## config.mk

```make
export PLATFORM = sky130hd
export DESIGN_NAME = stereo_lowpass_cascade_filter_top
export DESIGN_NICKNAME = d
export VERILOG_FILES = /design/src/hdl/slcf_pkg.sv /design/src/hdl/slcf_ctrl.sv /design/src/hdl/slcf_dp.sv /design/src/hdl/stereo_lowpass_cascade_filter_top.sv
export SDC_FILE = /design/constraint.sdc
export NUM_CORES = 2
export LEC_CHECK = 0
export ABC_AREA = 1
export ABC_CLOCK_PERIOD_IN_PS = 8700
export BUFFER_PORTS_ARGS = -buffer_cell sky130_fd_sc_hd__buf_2
export CAP_MARGIN = 10
export CORE_ASPECT_RATIO = 0.6
export CORE_MARGIN = 1
export CORE_UTILIZATION = 60
export CTS_CLUSTER_SIZE = 16
export DETAILED_ROUTE_END_ITERATION = 16
export MAX_ROUTING_LAYER = met4
export PLACE_DENSITY = 0.76
export SLEW_MARGIN = 25
export SYNTH_ARGS = -nofsm -noshare
export SYNTH_HDL_FRONTEND = slang
export SYNTH_SLANG_ARGS = --single-unit
```

## constraint.sdc

```tcl
create_clock -name clock -period 8.7 [get_ports clock]
set_input_delay 0 -clock clock [delete_from_list [all_inputs] [get_ports clock]]
set_output_delay 0 -clock clock [all_outputs]
set_load 0.01 [all_outputs]
```

## src/hdl/slcf_pkg.sv

```systemverilog
// ----------------------------------------------------------------------------
// slcf_pkg
// Shared types and constants for the stereo low-pass cascade filter: sample
// and state widths, register indexes, sequencer states, and the command and
// status groups between the controller and the datapath.
// ----------------------------------------------------------------------------
package slcf_pkg;

   // Sample is Q1.15, section state is Q2.22
   localparam int SAMPLE_W = 16;
   localparam int STATE_W  = 24;
   localparam int SCALE_SH = STATE_W - SAMPLE_W - 1;   // 7 fraction bits added

   // Five sections per channel: two in the first cascade, three in the second
   localparam int NUM_SECT = 5;
   localparam int SECT_W   = 3;
   localparam int NUM_CH   = 2;

   typedef logic [SECT_W-1:0] sect_idx_type;

   localparam sect_idx_type SECT_FIRST  = 3'd0;
   localparam sect_idx_type SECT_SECOND = 3'd1;
   localparam sect_idx_type SECT_LED0   = 3'd2;
   localparam sect_idx_type SECT_LED2   = 3'd4;

   // Register map
   localparam int CSR_IDX_W = 3;
   typedef logic [CSR_IDX_W-1:0] csr_idx_type;

   localparam csr_idx_type REG_BOARD_MODEL  = 3'd0;
   localparam csr_idx_type REG_FORCE_FILTER = 3'd1;
   localparam csr_idx_type REG_LED_ACTIVE   = 3'd2;
   localparam csr_idx_type REG_COEF_FIRST   = 3'd3;
   localparam csr_idx_type REG_COEF_SECOND  = 3'd4;
   localparam csr_idx_type REG_COEF_LED     = 3'd5;

   // Sequencer states
   typedef enum logic [2:0] {
      ST_IDLE,
      ST_MUL_L,
      ST_MUL_R,
      ST_DRAIN,
      ST_EMIT
   } state_type;

   // Controller to datapath
   typedef struct packed {
      logic         load;    // capture the input sample pair
      logic         mul;     // start one section multiply
      logic         ch;      // 0 left, 1 right
      sect_idx_type idx;     // section being computed
      logic         emit;    // round, saturate and present the result
   } dp_cmd_type;

   // Datapath to controller
   typedef struct packed {
      logic first_on;        // first cascade enabled
      logic led_on;          // second cascade enabled
      logic out_busy;        // result register still held by the sink
   } dp_status_type;

endpackage

```

## src/hdl/slcf_ctrl.sv

```systemverilog
// ----------------------------------------------------------------------------
// slcf_ctrl
// Sequencer for the filter. Walks the enabled sections in order, issuing the
// left and right multiply of each section on consecutive cycles, then drains
// the last update and hands the result to the output register.
// ----------------------------------------------------------------------------
module slcf_ctrl (
   input  logic                   clock,
   input  logic                   reset,
   input  logic                   req_valid,
   output logic                   req_stall,
   input  slcf_pkg::dp_status_type status,
   output slcf_pkg::dp_cmd_type   cmd
);
   import slcf_pkg::*;

   state_type    state_ff;
   state_type    state_in;
   sect_idx_type idx_ff;
   sect_idx_type idx_in;
   logic         has_next;
   sect_idx_type idx_next;

   // Next enabled section after the current one
   always_comb begin
      has_next = 1'b1;
      idx_next = idx_ff + sect_idx_type'(1);
      if (idx_ff == SECT_SECOND) begin
         has_next = status.led_on;
      end else if (idx_ff == SECT_LED2) begin
         has_next = 1'b0;
      end
   end

   // Next state
   always_comb begin
      state_in = state_ff;
      idx_in   = idx_ff;
      unique case (state_ff)
         ST_IDLE: begin
            if (req_valid) begin
               if (status.first_on) begin
                  state_in = ST_MUL_L;
                  idx_in   = SECT_FIRST;
               end else if (status.led_on) begin
                  state_in = ST_MUL_L;
                  idx_in   = SECT_LED0;
               end else begin
                  state_in = ST_DRAIN;
               end
            end
         end
         ST_MUL_L: begin
            state_in = ST_MUL_R;
         end
         ST_MUL_R: begin
            if (has_next) begin
               state_in = ST_MUL_L;
               idx_in   = idx_next;
            end else begin
               state_in = ST_DRAIN;
            end
         end
         ST_DRAIN: begin
            state_in = ST_EMIT;
         end
         ST_EMIT: begin
            if (!status.out_busy) begin
               state_in = ST_IDLE;
            end
         end
         default: begin
            state_in = ST_IDLE;
         end
      endcase
   end

   // Outputs
   always_comb begin
      req_stall = (state_ff != ST_IDLE);
      cmd.load  = (state_ff == ST_IDLE) && req_valid;
      cmd.mul   = (state_ff == ST_MUL_L) || (state_ff == ST_MUL_R);
      cmd.ch    = (state_ff == ST_MUL_R);
      cmd.idx   = idx_ff;
      cmd.emit  = (state_ff == ST_EMIT) && !status.out_busy;
   end

   // State registers
   always_ff @(posedge clock) begin
      if (reset) begin
         state_ff <= ST_IDLE;
         idx_ff   <= SECT_FIRST;
      end else begin
         state_ff <= state_in;
         idx_ff   <= idx_in;
      end
   end

endmodule

```

## src/hdl/slcf_dp.sv

```systemverilog
// ----------------------------------------------------------------------------
// slcf_dp
// Datapath: configuration registers, ten section states, one shared
// multiplier with a registered product, the section update, and the
// rounding/saturating output register.
// ----------------------------------------------------------------------------
module slcf_dp #(
   parameter int COEF_BITS = 16
) (
   input  logic                            clock,
   input  logic                            reset,
   // configuration
   input  logic                            csr_valid,
   output logic                            csr_ready,
   input  slcf_pkg::csr_idx_type           csr_index,
   input  logic [COEF_BITS-1:0]            csr_wdata,
   // input samples
   input  logic signed [slcf_pkg::SAMPLE_W-1:0] req_sample_left,
   input  logic signed [slcf_pkg::SAMPLE_W-1:0] req_sample_right,
   // results
   output logic                            rsp_valid,
   input  logic                            rsp_stall,
   output logic signed [slcf_pkg::SAMPLE_W-1:0] rsp_out_left,
   output logic signed [slcf_pkg::SAMPLE_W-1:0] rsp_out_right,
   // controller
   input  slcf_pkg::dp_cmd_type            cmd,
   output slcf_pkg::dp_status_type         status
);
   import slcf_pkg::*;

   localparam int DIFF_W = STATE_W + 1;
   localparam int PROD_W = DIFF_W + COEF_BITS + 1;
   localparam int CORR_W = STATE_W + 2;
   localparam int RND_W  = STATE_W + 1;
   localparam int RES_W  = RND_W - SCALE_SH;
   localparam logic [PROD_W-1:0] HALF = {{(PROD_W-1){1'b0}}, 1'b1} << (COEF_BITS - 1);
   localparam logic [COEF_BITS-1:0] COEF_RST = {1'b1, {(COEF_BITS-1){1'b0}}};
   localparam logic signed [RES_W-1:0] OUT_MAX = RES_W'(32767);
   localparam logic signed [RES_W-1:0] OUT_MIN = -RES_W'(32768);

   // Configuration registers
   logic                 board_model_ff;
   logic                 force_filter_ff;
   logic                 led_active_ff;
   logic [COEF_BITS-1:0] coef_first_ff;
   logic [COEF_BITS-1:0] coef_second_ff;
   logic [COEF_BITS-1:0] coef_led_ff;

   // Section states and running cascade value per channel
   logic signed [STATE_W-1:0] sect_ff [NUM_CH][NUM_SECT];
   logic signed [STATE_W-1:0] cur_ff  [NUM_CH];

   // Multiply stage
   logic signed [PROD_W-1:0]  prod_ff;
   logic signed [PROD_W-1:0]  prod_in;
   logic signed [STATE_W-1:0] y_ff;
   logic                      upd_ff;
   logic                      upd_ch_ff;
   sect_idx_type              upd_idx_ff;

   logic signed [STATE_W-1:0] x_sel;
   logic signed [STATE_W-1:0] y_sel;
   logic signed [DIFF_W-1:0]  diff;
   logic [COEF_BITS-1:0]      coef_sel;
   logic signed [COEF_BITS:0] coef_s;

   // Update stage
   logic signed [PROD_W-1:0]  acc;
   logic signed [PROD_W-1:0]  acc_sh;
   logic signed [CORR_W-1:0]  ysum;
   logic signed [STATE_W-1:0] ynew;

   // Output register
   logic                       rsp_valid_ff;
   logic signed [SAMPLE_W-1:0] out_l_ff;
   logic signed [SAMPLE_W-1:0] out_r_ff;
   logic signed [SAMPLE_W-1:0] out_l_in;
   logic signed [SAMPLE_W-1:0] out_r_in;

   assign csr_ready = 1'b1;

   always_ff @(posedge clock) begin
      if (reset) begin
         board_model_ff  <= 1'b0;
         force_filter_ff <= 1'b0;
         led_active_ff   <= 1'b0;
         coef_first_ff   <= COEF_RST;
         coef_second_ff  <= COEF_RST;
         coef_led_ff     <= COEF_RST;
      end else if (csr_valid) begin
         unique case (csr_index)
            REG_BOARD_MODEL:  board_model_ff  <= csr_wdata[0];
            REG_FORCE_FILTER: force_filter_ff <= csr_wdata[0];
            REG_LED_ACTIVE:   led_active_ff   <= csr_wdata[0];
            REG_COEF_FIRST:   coef_first_ff   <= csr_wdata;
            REG_COEF_SECOND:  coef_second_ff  <= csr_wdata;
            REG_COEF_LED:     coef_led_ff     <= csr_wdata;
            default: begin
            end
         endcase
      end
   end

   assign status.first_on = !board_model_ff;
   assign status.led_on   = force_filter_ff || led_active_ff;
   assign status.out_busy = rsp_valid_ff && rsp_stall;

   // Operand select and difference x - y
   always_comb begin
      x_sel = cur_ff[cmd.ch];
      y_sel = sect_ff[cmd.ch][cmd.idx];
      diff  = DIFF_W'(x_sel) - DIFF_W'(y_sel);
      if (cmd.idx == SECT_FIRST) begin
         coef_sel = coef_first_ff;
      end else if (cmd.idx == SECT_SECOND) begin
         coef_sel = coef_second_ff;
      end else begin
         coef_sel = coef_led_ff;
      end
      coef_s  = $signed({1'b0, coef_sel});
      prod_in = diff * coef_s;
   end

   // Product register and update tag
   always_ff @(posedge clock) begin
      prod_ff    <= prod_in;
      y_ff       <= y_sel;
      upd_ch_ff  <= cmd.ch;
      upd_idx_ff <= cmd.idx;
   end

   always_ff @(posedge clock) begin
      if (reset) begin
         upd_ff <= 1'b0;
      end else begin
         upd_ff <= cmd.mul;
      end
   end

   // y + floor((a*(x-y) + half) / 2^COEF_BITS)
   always_comb begin
      acc    = prod_ff + $signed(HALF);
      acc_sh = acc >>> COEF_BITS;
      ysum   = CORR_W'(y_ff) + acc_sh[CORR_W-1:0];
      ynew   = ysum[STATE_W-1:0];
   end

   // Section state and cascade value
   always_ff @(posedge clock) begin
      if (reset) begin
         for (int c = 0; c < NUM_CH; c++) begin
            for (int s = 0; s < NUM_SECT; s++) begin
               sect_ff[c][s] <= '0;
            end
         end
      end else if (upd_ff) begin
         sect_ff[upd_ch_ff][upd_idx_ff] <= ynew;
      end
   end

   // Samples widened to Q2.22 with sign extension
   always_ff @(posedge clock) begin
      if (cmd.load) begin
         cur_ff[0] <= STATE_W'(req_sample_left)  <<< SCALE_SH;
         cur_ff[1] <= STATE_W'(req_sample_right) <<< SCALE_SH;
      end else if (upd_ff) begin
         cur_ff[upd_ch_ff] <= ynew;
      end
   end

   // Round Q2.22 to Q1.15 and saturate
   function automatic logic signed [SAMPLE_W-1:0] to_out(input logic signed [STATE_W-1:0] y);
      logic signed [RND_W-1:0] t;
      logic signed [RES_W-1:0] r;
      t = RND_W'(y) + RND_W'(64);
      r = t[RND_W-1:SCALE_SH];
      if (r > OUT_MAX) begin
         return OUT_MAX[SAMPLE_W-1:0];
      end else if (r < OUT_MIN) begin
         return OUT_MIN[SAMPLE_W-1:0];
      end
      return r[SAMPLE_W-1:0];
   endfunction

   assign out_l_in = to_out(cur_ff[0]);
   assign out_r_in = to_out(cur_ff[1]);

   always_ff @(posedge clock) begin
      if (cmd.emit) begin
         out_l_ff <= out_l_in;
         out_r_ff <= out_r_in;
      end
   end

   always_ff @(posedge clock) begin
      if (reset) begin
         rsp_valid_ff <= 1'b0;
      end else if (cmd.emit) begin
         rsp_valid_ff <= 1'b1;
      end else if (!rsp_stall) begin
         rsp_valid_ff <= 1'b0;
      end
   end

   assign rsp_valid     = rsp_valid_ff;
   assign rsp_out_left  = out_l_ff;
   assign rsp_out_right = out_r_ff;

endmodule

```

## src/hdl/stereo_lowpass_cascade_filter_top.sv

```systemverilog
// One item at a time: a new input beat is taken only after the previous result has been
// handed to the output register. The single shared multiplier does one section of one
// channel per cycle, left and right interleaved.
// A finished result waits in the output register while the next beat is taken.
// Reset (synchronous, active high) clears all ten section states, the flags, and
// sets the three coefficients to one half.
// ----------------------------------------------------------------------------
// stereo_lowpass_cascade_filter_top
// Stereo fixed-point one-pole low-pass cascade: an optional two-section
// cascade followed by an optional three-section cascade, saturated to Q1.15.
// ----------------------------------------------------------------------------
module stereo_lowpass_cascade_filter_top #(
   parameter int COEF_BITS = 16
) (
   input  logic                                 clock,
   input  logic                                 reset,
   input  logic                                 csr_valid,
   output logic                                 csr_ready,
   input  slcf_pkg::csr_idx_type                csr_index,
   input  logic [COEF_BITS-1:0]                 csr_wdata,
   input  logic                                 req_valid,
   output logic                                 req_stall,
   input  logic signed [slcf_pkg::SAMPLE_W-1:0] req_sample_left,
   input  logic signed [slcf_pkg::SAMPLE_W-1:0] req_sample_right,
   output logic                                 rsp_valid,
   input  logic                                 rsp_stall,
   output logic signed [slcf_pkg::SAMPLE_W-1:0] rsp_out_left,
   output logic signed [slcf_pkg::SAMPLE_W-1:0] rsp_out_right
);
   import slcf_pkg::*;

   dp_cmd_type    cmd;
   dp_status_type status;

   // Sequencer
   slcf_ctrl u_ctrl (
      .clock     (clock),
      .reset     (reset),
      .req_valid (req_valid),
      .req_stall (req_stall),
      .status    (status),
      .cmd       (cmd)
   );

   // Arithmetic and storage
   slcf_dp #(
      .COEF_BITS (COEF_BITS)
   ) u_dp (
      .clock            (clock),
      .reset            (reset),
      .csr_valid        (csr_valid),
      .csr_ready        (csr_ready),
      .csr_index        (csr_index),
      .csr_wdata        (csr_wdata),
      .req_sample_left  (req_sample_left),
      .req_sample_right (req_sample_right),
      .rsp_valid        (rsp_valid),
      .rsp_stall        (rsp_stall),
      .rsp_out_left     (rsp_out_left),
      .rsp_out_right    (rsp_out_right),
      .cmd              (cmd),
      .status           (status)
   );

endmodule

```

# ---- Yosys cells after proc, flatten, opt, wreduce, memory -nomap -nowiden
# Memory sizes are Yosys's and may differ from the RTL's.
# Cells that the tools add are included.
dict set report word_totals {
  inputBits 56
  wordCells 119
  ram_bits 288
  output_inout_bits 35
  regBits 159
  n_memories 2
}
# name words width read_ports rd_clocked_by_memory_dff wr line
set mem_list {}
lappend mem_list {u_dp.sect_ff 2 120 1 0 2 slcf_dp.sv:50} ;# logic signed [STATE_W-1:0] sect_ff [NUM_CH][NUM_SECT];
lappend mem_list {u_dp.cur_ff 2 24 3 0 2 slcf_dp.sv:51} ;# logic signed [STATE_W-1:0] cur_ff [NUM_CH];
dict set report op_classes {
  n_addsub 6
  n_mul 1
  muxes 47
  reduce_logical 22
  eq_ne 16
  n_lt_le_gt_ge 7
  n_bitwise 2
}
# op n
set op_table {}
lappend op_table {{120-bit 2-to-1 mux} 3}
lappend op_table {{16-bit 2-to-1 mux} 8}
lappend op_table {{120-bit OR reduction} 1}
lappend op_table {{24-bit 2-to-1 mux} 4}
lappend op_table {{24-bit binary-select mux with 3-bit select} 1}
lappend op_table {{24-bit demux with 3-bit select} 1}
lappend op_table {{24-bit by 8-bit adder with 25-bit output (second input constant)} 2}
lappend op_table {{40-bit by 17-bit adder with 40-bit output (second input constant)} 1}
lappend op_table {{25-bit by 17-bit multiplier with 40-bit output} 1}
lappend op_table {{18-bit by 16-bit greater-than comparator with 1-bit output (second input constant)} 2}
lappend op_table {{18-bit by 16-bit < comparator with 1-bit output (second input constant)} 2}
lappend op_table {{24-bit by 24-bit subtractor with 25-bit output} 1}
lappend op_table {{24-bit adder} 1}
lappend op_table {{24-bit OR reduction} 1}
lappend op_table {{3-bit 2-to-1 mux} 7}
lappend op_table {{1-bit 2-to-1 mux} 19}
lappend op_table {{3-bit one-hot mux with 5 select lines} 1}
lappend op_table {{2-bit AND reduction} 7}
lappend op_table {{3-bit by 2-bit equality test with 1-bit output (second input constant)} 4}
lappend op_table {{3-bit equality test (second input constant)} 4}
lappend op_table {{3-bit by 1-bit equality test with 1-bit output (second input constant)} 3}
lappend op_table {{3-bit logical NOT} 3}
lappend op_table {{4-bit greater-or-equal comparator (second input constant)} 2}
lappend op_table {{3-bit NOT with 4-bit output} 2}
lappend op_table {{13 further kinds} 20}

# ---- Logic depth before layout (Yosys ltp)
dict set report depth {
  depth_word 8
  mapped_depth 50
  mapped_depth_nobuf 47
}

# ---- Modules after synthesis
# A second synthesis with hierarchy kept.
dict set report unflattened {
  hier_cells 4331
  area_unflattened_um2 36099.6
}
# module instances seq_area_each_um2 area_each_um2 cells_each
set modules_own_cells {}
lappend modules_own_cells {slcf_dp 1 11731.3 35660.5 4268}
lappend modules_own_cells {slcf_ctrl 1 120.1 439.2 63}

# ---- Worst setup path before layout
# No wires, ideal clock.
dict set report synth_timing {
  path_type {flip-flop to flip-flop}
  from {register u_ctrl.state_ff[0]}
  to {register u_dp.prod_ff[39]}
  synth_period_minus_slack_ns 7.990
  t_arrival_ns 7.877
  setup_time_ns 0.112
  slack_ns 0.710
  stages_incl_launch_ff 43
  path_cell_list {dfxtp_1 > nor2_1 > nand2_1 > buf_2 > clkbuf_1 > o21ai_0 > o221ai_1 > o211ai_1 > o21ai_0 > ha_1 > inv_1 > fa_1 > nand2_1 > nand2_1 > nand3_2 > nand2_4 > nand2_1 > nand3_1 > (+7 left out) > clkbuf_1 > xnor2_1 > o21ai_0 > fa_1 > fa_1 > inv_1 > fa_1 > inv_1 > ha_1 > nand2_1 > inv_1 > nand3_1 > nor3_1 > nand3_1 > nand3_1 > inv_1 > nand2_1 > nand2_1}
}
dict set report synth_between {
  elab_chain_cells 7
}
# element line
set synth_rtl {}
lappend synth_rtl {{start, declared} slcf_ctrl.sv:17} ;# state_type state_ff;
lappend synth_rtl {{start signal, assigned} slcf_ctrl.sv:94} ;# state_ff <= state_in;
lappend synth_rtl {{3-bit by 2-bit equality test with 1-bit output} slcf_ctrl.sv:83} ;# cmd.ch = (state_ff == ST_MUL_R);
lappend synth_rtl {{memory 2 x 120 bit} n/a}
lappend synth_rtl {{24-bit binary-select mux with 3-bit select} slcf_dp.sv:111} ;# y_sel = sect_ff[cmd.ch][cmd.idx];
lappend synth_rtl {{24-bit 2-to-1 mux (implied by the code) (2 in a row)} slcf_dp.sv:111}
lappend synth_rtl {{named net u_dp.y_sel[0]} slcf_dp.sv:62} ;# logic signed [STATE_W-1:0] y_sel;
lappend synth_rtl {{24-bit by 24-bit subtractor with 25-bit output} slcf_dp.sv:112} ;# diff = DIFF_W'(x_sel) - DIFF_W'(y_sel);
lappend synth_rtl {{25-bit by 17-bit multiplier with 40-bit output} slcf_dp.sv:121} ;# prod_in = diff * coef_s;
lappend synth_rtl {{named net u_dp.prod_in[39]} slcf_dp.sv:55} ;# logic signed [PROD_W-1:0] prod_in;
lappend synth_rtl {{end signal, assigned} slcf_dp.sv:126} ;# prod_ff <= prod_in;
lappend synth_rtl {{end, declared} slcf_dp.sv:54} ;# logic signed [PROD_W-1:0] prod_ff;
# The timed path passes the listed nets, and every way through them passes these cells. The select of a mux whose other input is x is not followed.
# A chain may end at the register's enable or synchronous reset.

# ---- Final worst setup path
dict set report layout_timing {
  from {register u_ctrl.state_ff[0]}
  to {register u_dp.prod_ff[22]}
}
# Same word-level chain as after synthesis.

==> summary.md <==
| Metric | Value |
|---|---|
| Initial antenna violation count | 2 |
| Clk buf depth | 3 |
| Status | complete, no violations |
| Starting Density | 60.9% |
| Max-slew violation total from the final report | 0 |
| TritonCTS clock tree | done |
| GR Overflow Total | 0 |
| DRC viols | 0 |
| Wire length on met2 | 45700 um |
| Total CTS buffers | 39 |
| Share of layout cells above drive strength 1 | between 10% and 20% |
| Dpl ws | -0.156 ns |
| Crit path required time | around 9.2 ns |
| Fill count | approximately 4700 |
| Data arrival, critical path | 9.03 ns |
| Clock root cell | clkbuf_16 |
| Yosys warns | 0 |
| Uppermost routed layer | met4 |
| Critical path class | flop to flop |
| Nets | ~5000 |
| Critical Path End Type | flop |
| Sequential cell area | 11900 um2 |
| Fmax | 118 MHz |
| Largest net degree at the start of global routing | 77 |
| Synthesized Nets | approximately 4800 |
| Die area | 61300 um2 |
| Min cycle time layout | between 8 and 9 ns |
| Post-Route M1 WL | a little over 50000 um |
| Tcrit/Tclk final | 97.7% |
| Minimum hold slack | roughly 0.22 ns |
| Drt wl/cell | 23.0 um |
| Area Overhead vs Synth | 14.1% |
| Post-Synthesis Cell Area | 36200 um2 |
| # setup viols final | 0 |
| Cell family with most CP delay | adder cells |
| Vias in the first global route | roughly 30000 |
| CP Launch Type | flop |
| First-pass GRT wire length | ~180000 um |
| # placed instances | roughly 5100 |
| Synthesized area per cell | 8.51 um2 |
| Die X | approximately 320 um |
| Netlist cell types | 64 |
| Seq/Total Area, Yosys | about a third |
| CP max FO | 19 |
| Die Span Y | around 190 um |
| Core Region | a little under 60000 um2 |
| Ant diodes | 0 |
| 1st-iter DRT viols | ~4700 |
| Crit path top cell by count | inv_1 |
| Final Non-Filler Cells | around 5300 |
| Vias | about 31000 |
| Setup slack after layout | 0.201 ns |
| Met3 Wirelength | between 20000 and 25000 um |
| FP Rows | 69 |
| Clock transition at the registers of the reported paths | about 0.070 ns |
| Hold Violations, Final | 0 |
| Slowest-stage cell, CP | fa_1 |
| FF+latch count, synth | about 430 |
| Post-DRT Antenna Nets | 0 |
| Cells after Synth | between 4000 and 5000 |
| Detailed Place HPWL | roughly 91000 um |
| H-tree lvl count | 2 |
| Multi-input logic area | approximately 21000 um2 |
| # IOs | 91 |
| Most common library cell in the layout ignoring fill and taps | inv_1 |
| DRT Wirelength | roughly 120000 um |
| Total global-route track usage | between 40% and 50% |
| CP Buf/Inv Count | 13 |
| CTS Sinks | 432 |
| Hold Crit Class | input port to flop |
| Buffers on Ports | a little under 90 |
| Clk Latency, worst-skew pair | 0.59 ns |
| Max incr delay on CP | approximately 0.57 ns |
| Rel. slew slack | between 30% and 40% |
| Clock skew | approximately 0.027 ns |
| Max cap viols | 0 |
| Drt first pass iters | 6 |
| Global placement routability congestion | ~1.1 |
| Via density | approximately 5.9 |
| Most frequent cells in the layout | inv_1, nand2_1, nor2_1 |
| Worst Max-Slew Pin Slew | ~1.0 ns |
==> synth_stat cells (all sizes together) <==
master   number  share of area [%]
inv         758                7.9
nand2       723                7.9
nor2        699                7.4
fa          373                 21
edfxtp      320                 27
o21ai       282                3.9
nand3       234                3.5
ha          150                5.2
dfxtp       112                6.2
a21oi       104                1.5
clkbuf       84               0.87
buf          66                1.1
xor2         60                1.5
or2          36               0.62
o221ai       35               0.85
o21bai       34               0.71
nor3         31               0.49
xnor2        27               0.78
nand4        25               0.51
o211ai       15               0.31
o22ai        13               0.22
a21o         12               0.25
nor4         11               0.27
a31oi        10               0.21
nand3b        9               0.23
a21boi        5               0.10
clkinv        5              0.052
o21a          4              0.083
a211oi        3              0.062
and2          2              0.035
and3          2              0.035
a311oi        1              0.024
a31o          1              0.024
conb          1              0.010
mux2i         1              0.028
o2111ai       1              0.024
o31ai         1              0.021
==> repair_timing <==
action	CTS	global route
gates cloned	0	8
gates resized for setup	8	161
setup buffers	0	14
setup endpoints to repair	13	25
endpoints found under the hold margin	92	0
hold buffers	58	0
pin swaps	0	26
==> worst register-to-register path, delay by kind of cell (launching register included) <==
family / cells / cell delay (ns)
fa+ha+maj: 8 / 3.73
simple gates: 15 / 1.74
buf+inv: 13 / 1.62
compound gates: 4 / 0.62
flops: 1 / 0.40
xor+xnor: 1 / 0.32
==> metrics by stage <==
| step | util, % | setup TNS, ns | area, um2 |
|---|---|---|---|
| floorplan | - | 0 | 36200 |
| global placement | 64.6 | -0.201 | 38400 |
| detailed placement | 64.6 | -0.750 | 38400 |
| CTS | 67.9 | 0 | 40300 |
| global route | 69.5 | -0.0873 | 41300 |
| finish | 69.5 | 0 | 41300 |
==> flip-flops by register name, indices dropped and copies added (netlist names) <==
signal                cells
u_ctrl.idx_ff             3
u_ctrl.state_ff           3
u_dp.board_model_ff       1
u_dp.coef_first_ff       16
u_dp.coef_led_ff         16
u_dp.coef_second_ff      16
u_dp.cur_ff              48
u_dp.force_filter_ff      1
u_dp.led_active_ff        1
u_dp.prod_ff             25
u_dp.rsp_out_left        16
u_dp.rsp_out_right       16
u_dp.rsp_valid            1
u_dp.sect_ff            240
u_dp.upd_ch_ff            1
u_dp.upd_ff               1
u_dp.upd_idx_ff           3
u_dp.y_ff                24
==> area by class of cell <==
class                   instances  area share, %
clock inverters                21          0.743
multi-input cells            2905           51.7
well taps                     781           2.37
flip-flops and latches        432           28.7
inverters                     763           7.00
repair buffers                348           6.89
clock buffers                  49           2.54
==> kinds of logic (layout without fill, tap and decap cells) <==
logic type	after synthesis	in the layout	share of synthesized area, %
simple gates	1772	1772	21.0
xor+xnor	87	87	2.25
mux	1	1	0.0277
buf+inv	913	1181	9.90
compound gates	521	521	8.27
flops	432	432	32.8
fa+ha+maj	523	523	25.8
other cells	1	1	0.0104
==> per-layer routing <==
metal  GRT usage, %  vias up
met3           18.7      210
li1               -    13900
met1           59.5    14900
met5              -        -
met2           50.6     2408
met4           6.56        0
==> worst paths after layout <==
| path | startpoint | endpoint | slack (ns) | depth (start not counted) |
|---|---|---|---|---|
| worst max-delay path | u_ctrl.state_ff[0]$_SDFFE_PP0P_ | u_dp.prod_ff[22]$_DFF_P_ | 0.20 | 41 |
| worst min-delay path | csr_wdata[3] | u_dp.coef_first_ff[3]$_SDFFE_PP0P_ | 0.22 | 4 |
| worst max register to register | u_ctrl.state_ff[0]$_SDFFE_PP0P_ | u_dp.prod_ff[22]$_DFF_P_ | 0.20 | 41 |
| worst min register to register | u_ctrl.idx_ff[2]$_SDFFE_PP0P_ | u_dp.upd_idx_ff[2]$_DFF_P_ | 0.40 | 0 |
Power is not shown: default switching activity piles up to over one toggle a cycle in this logic, so the estimate is an artifact.
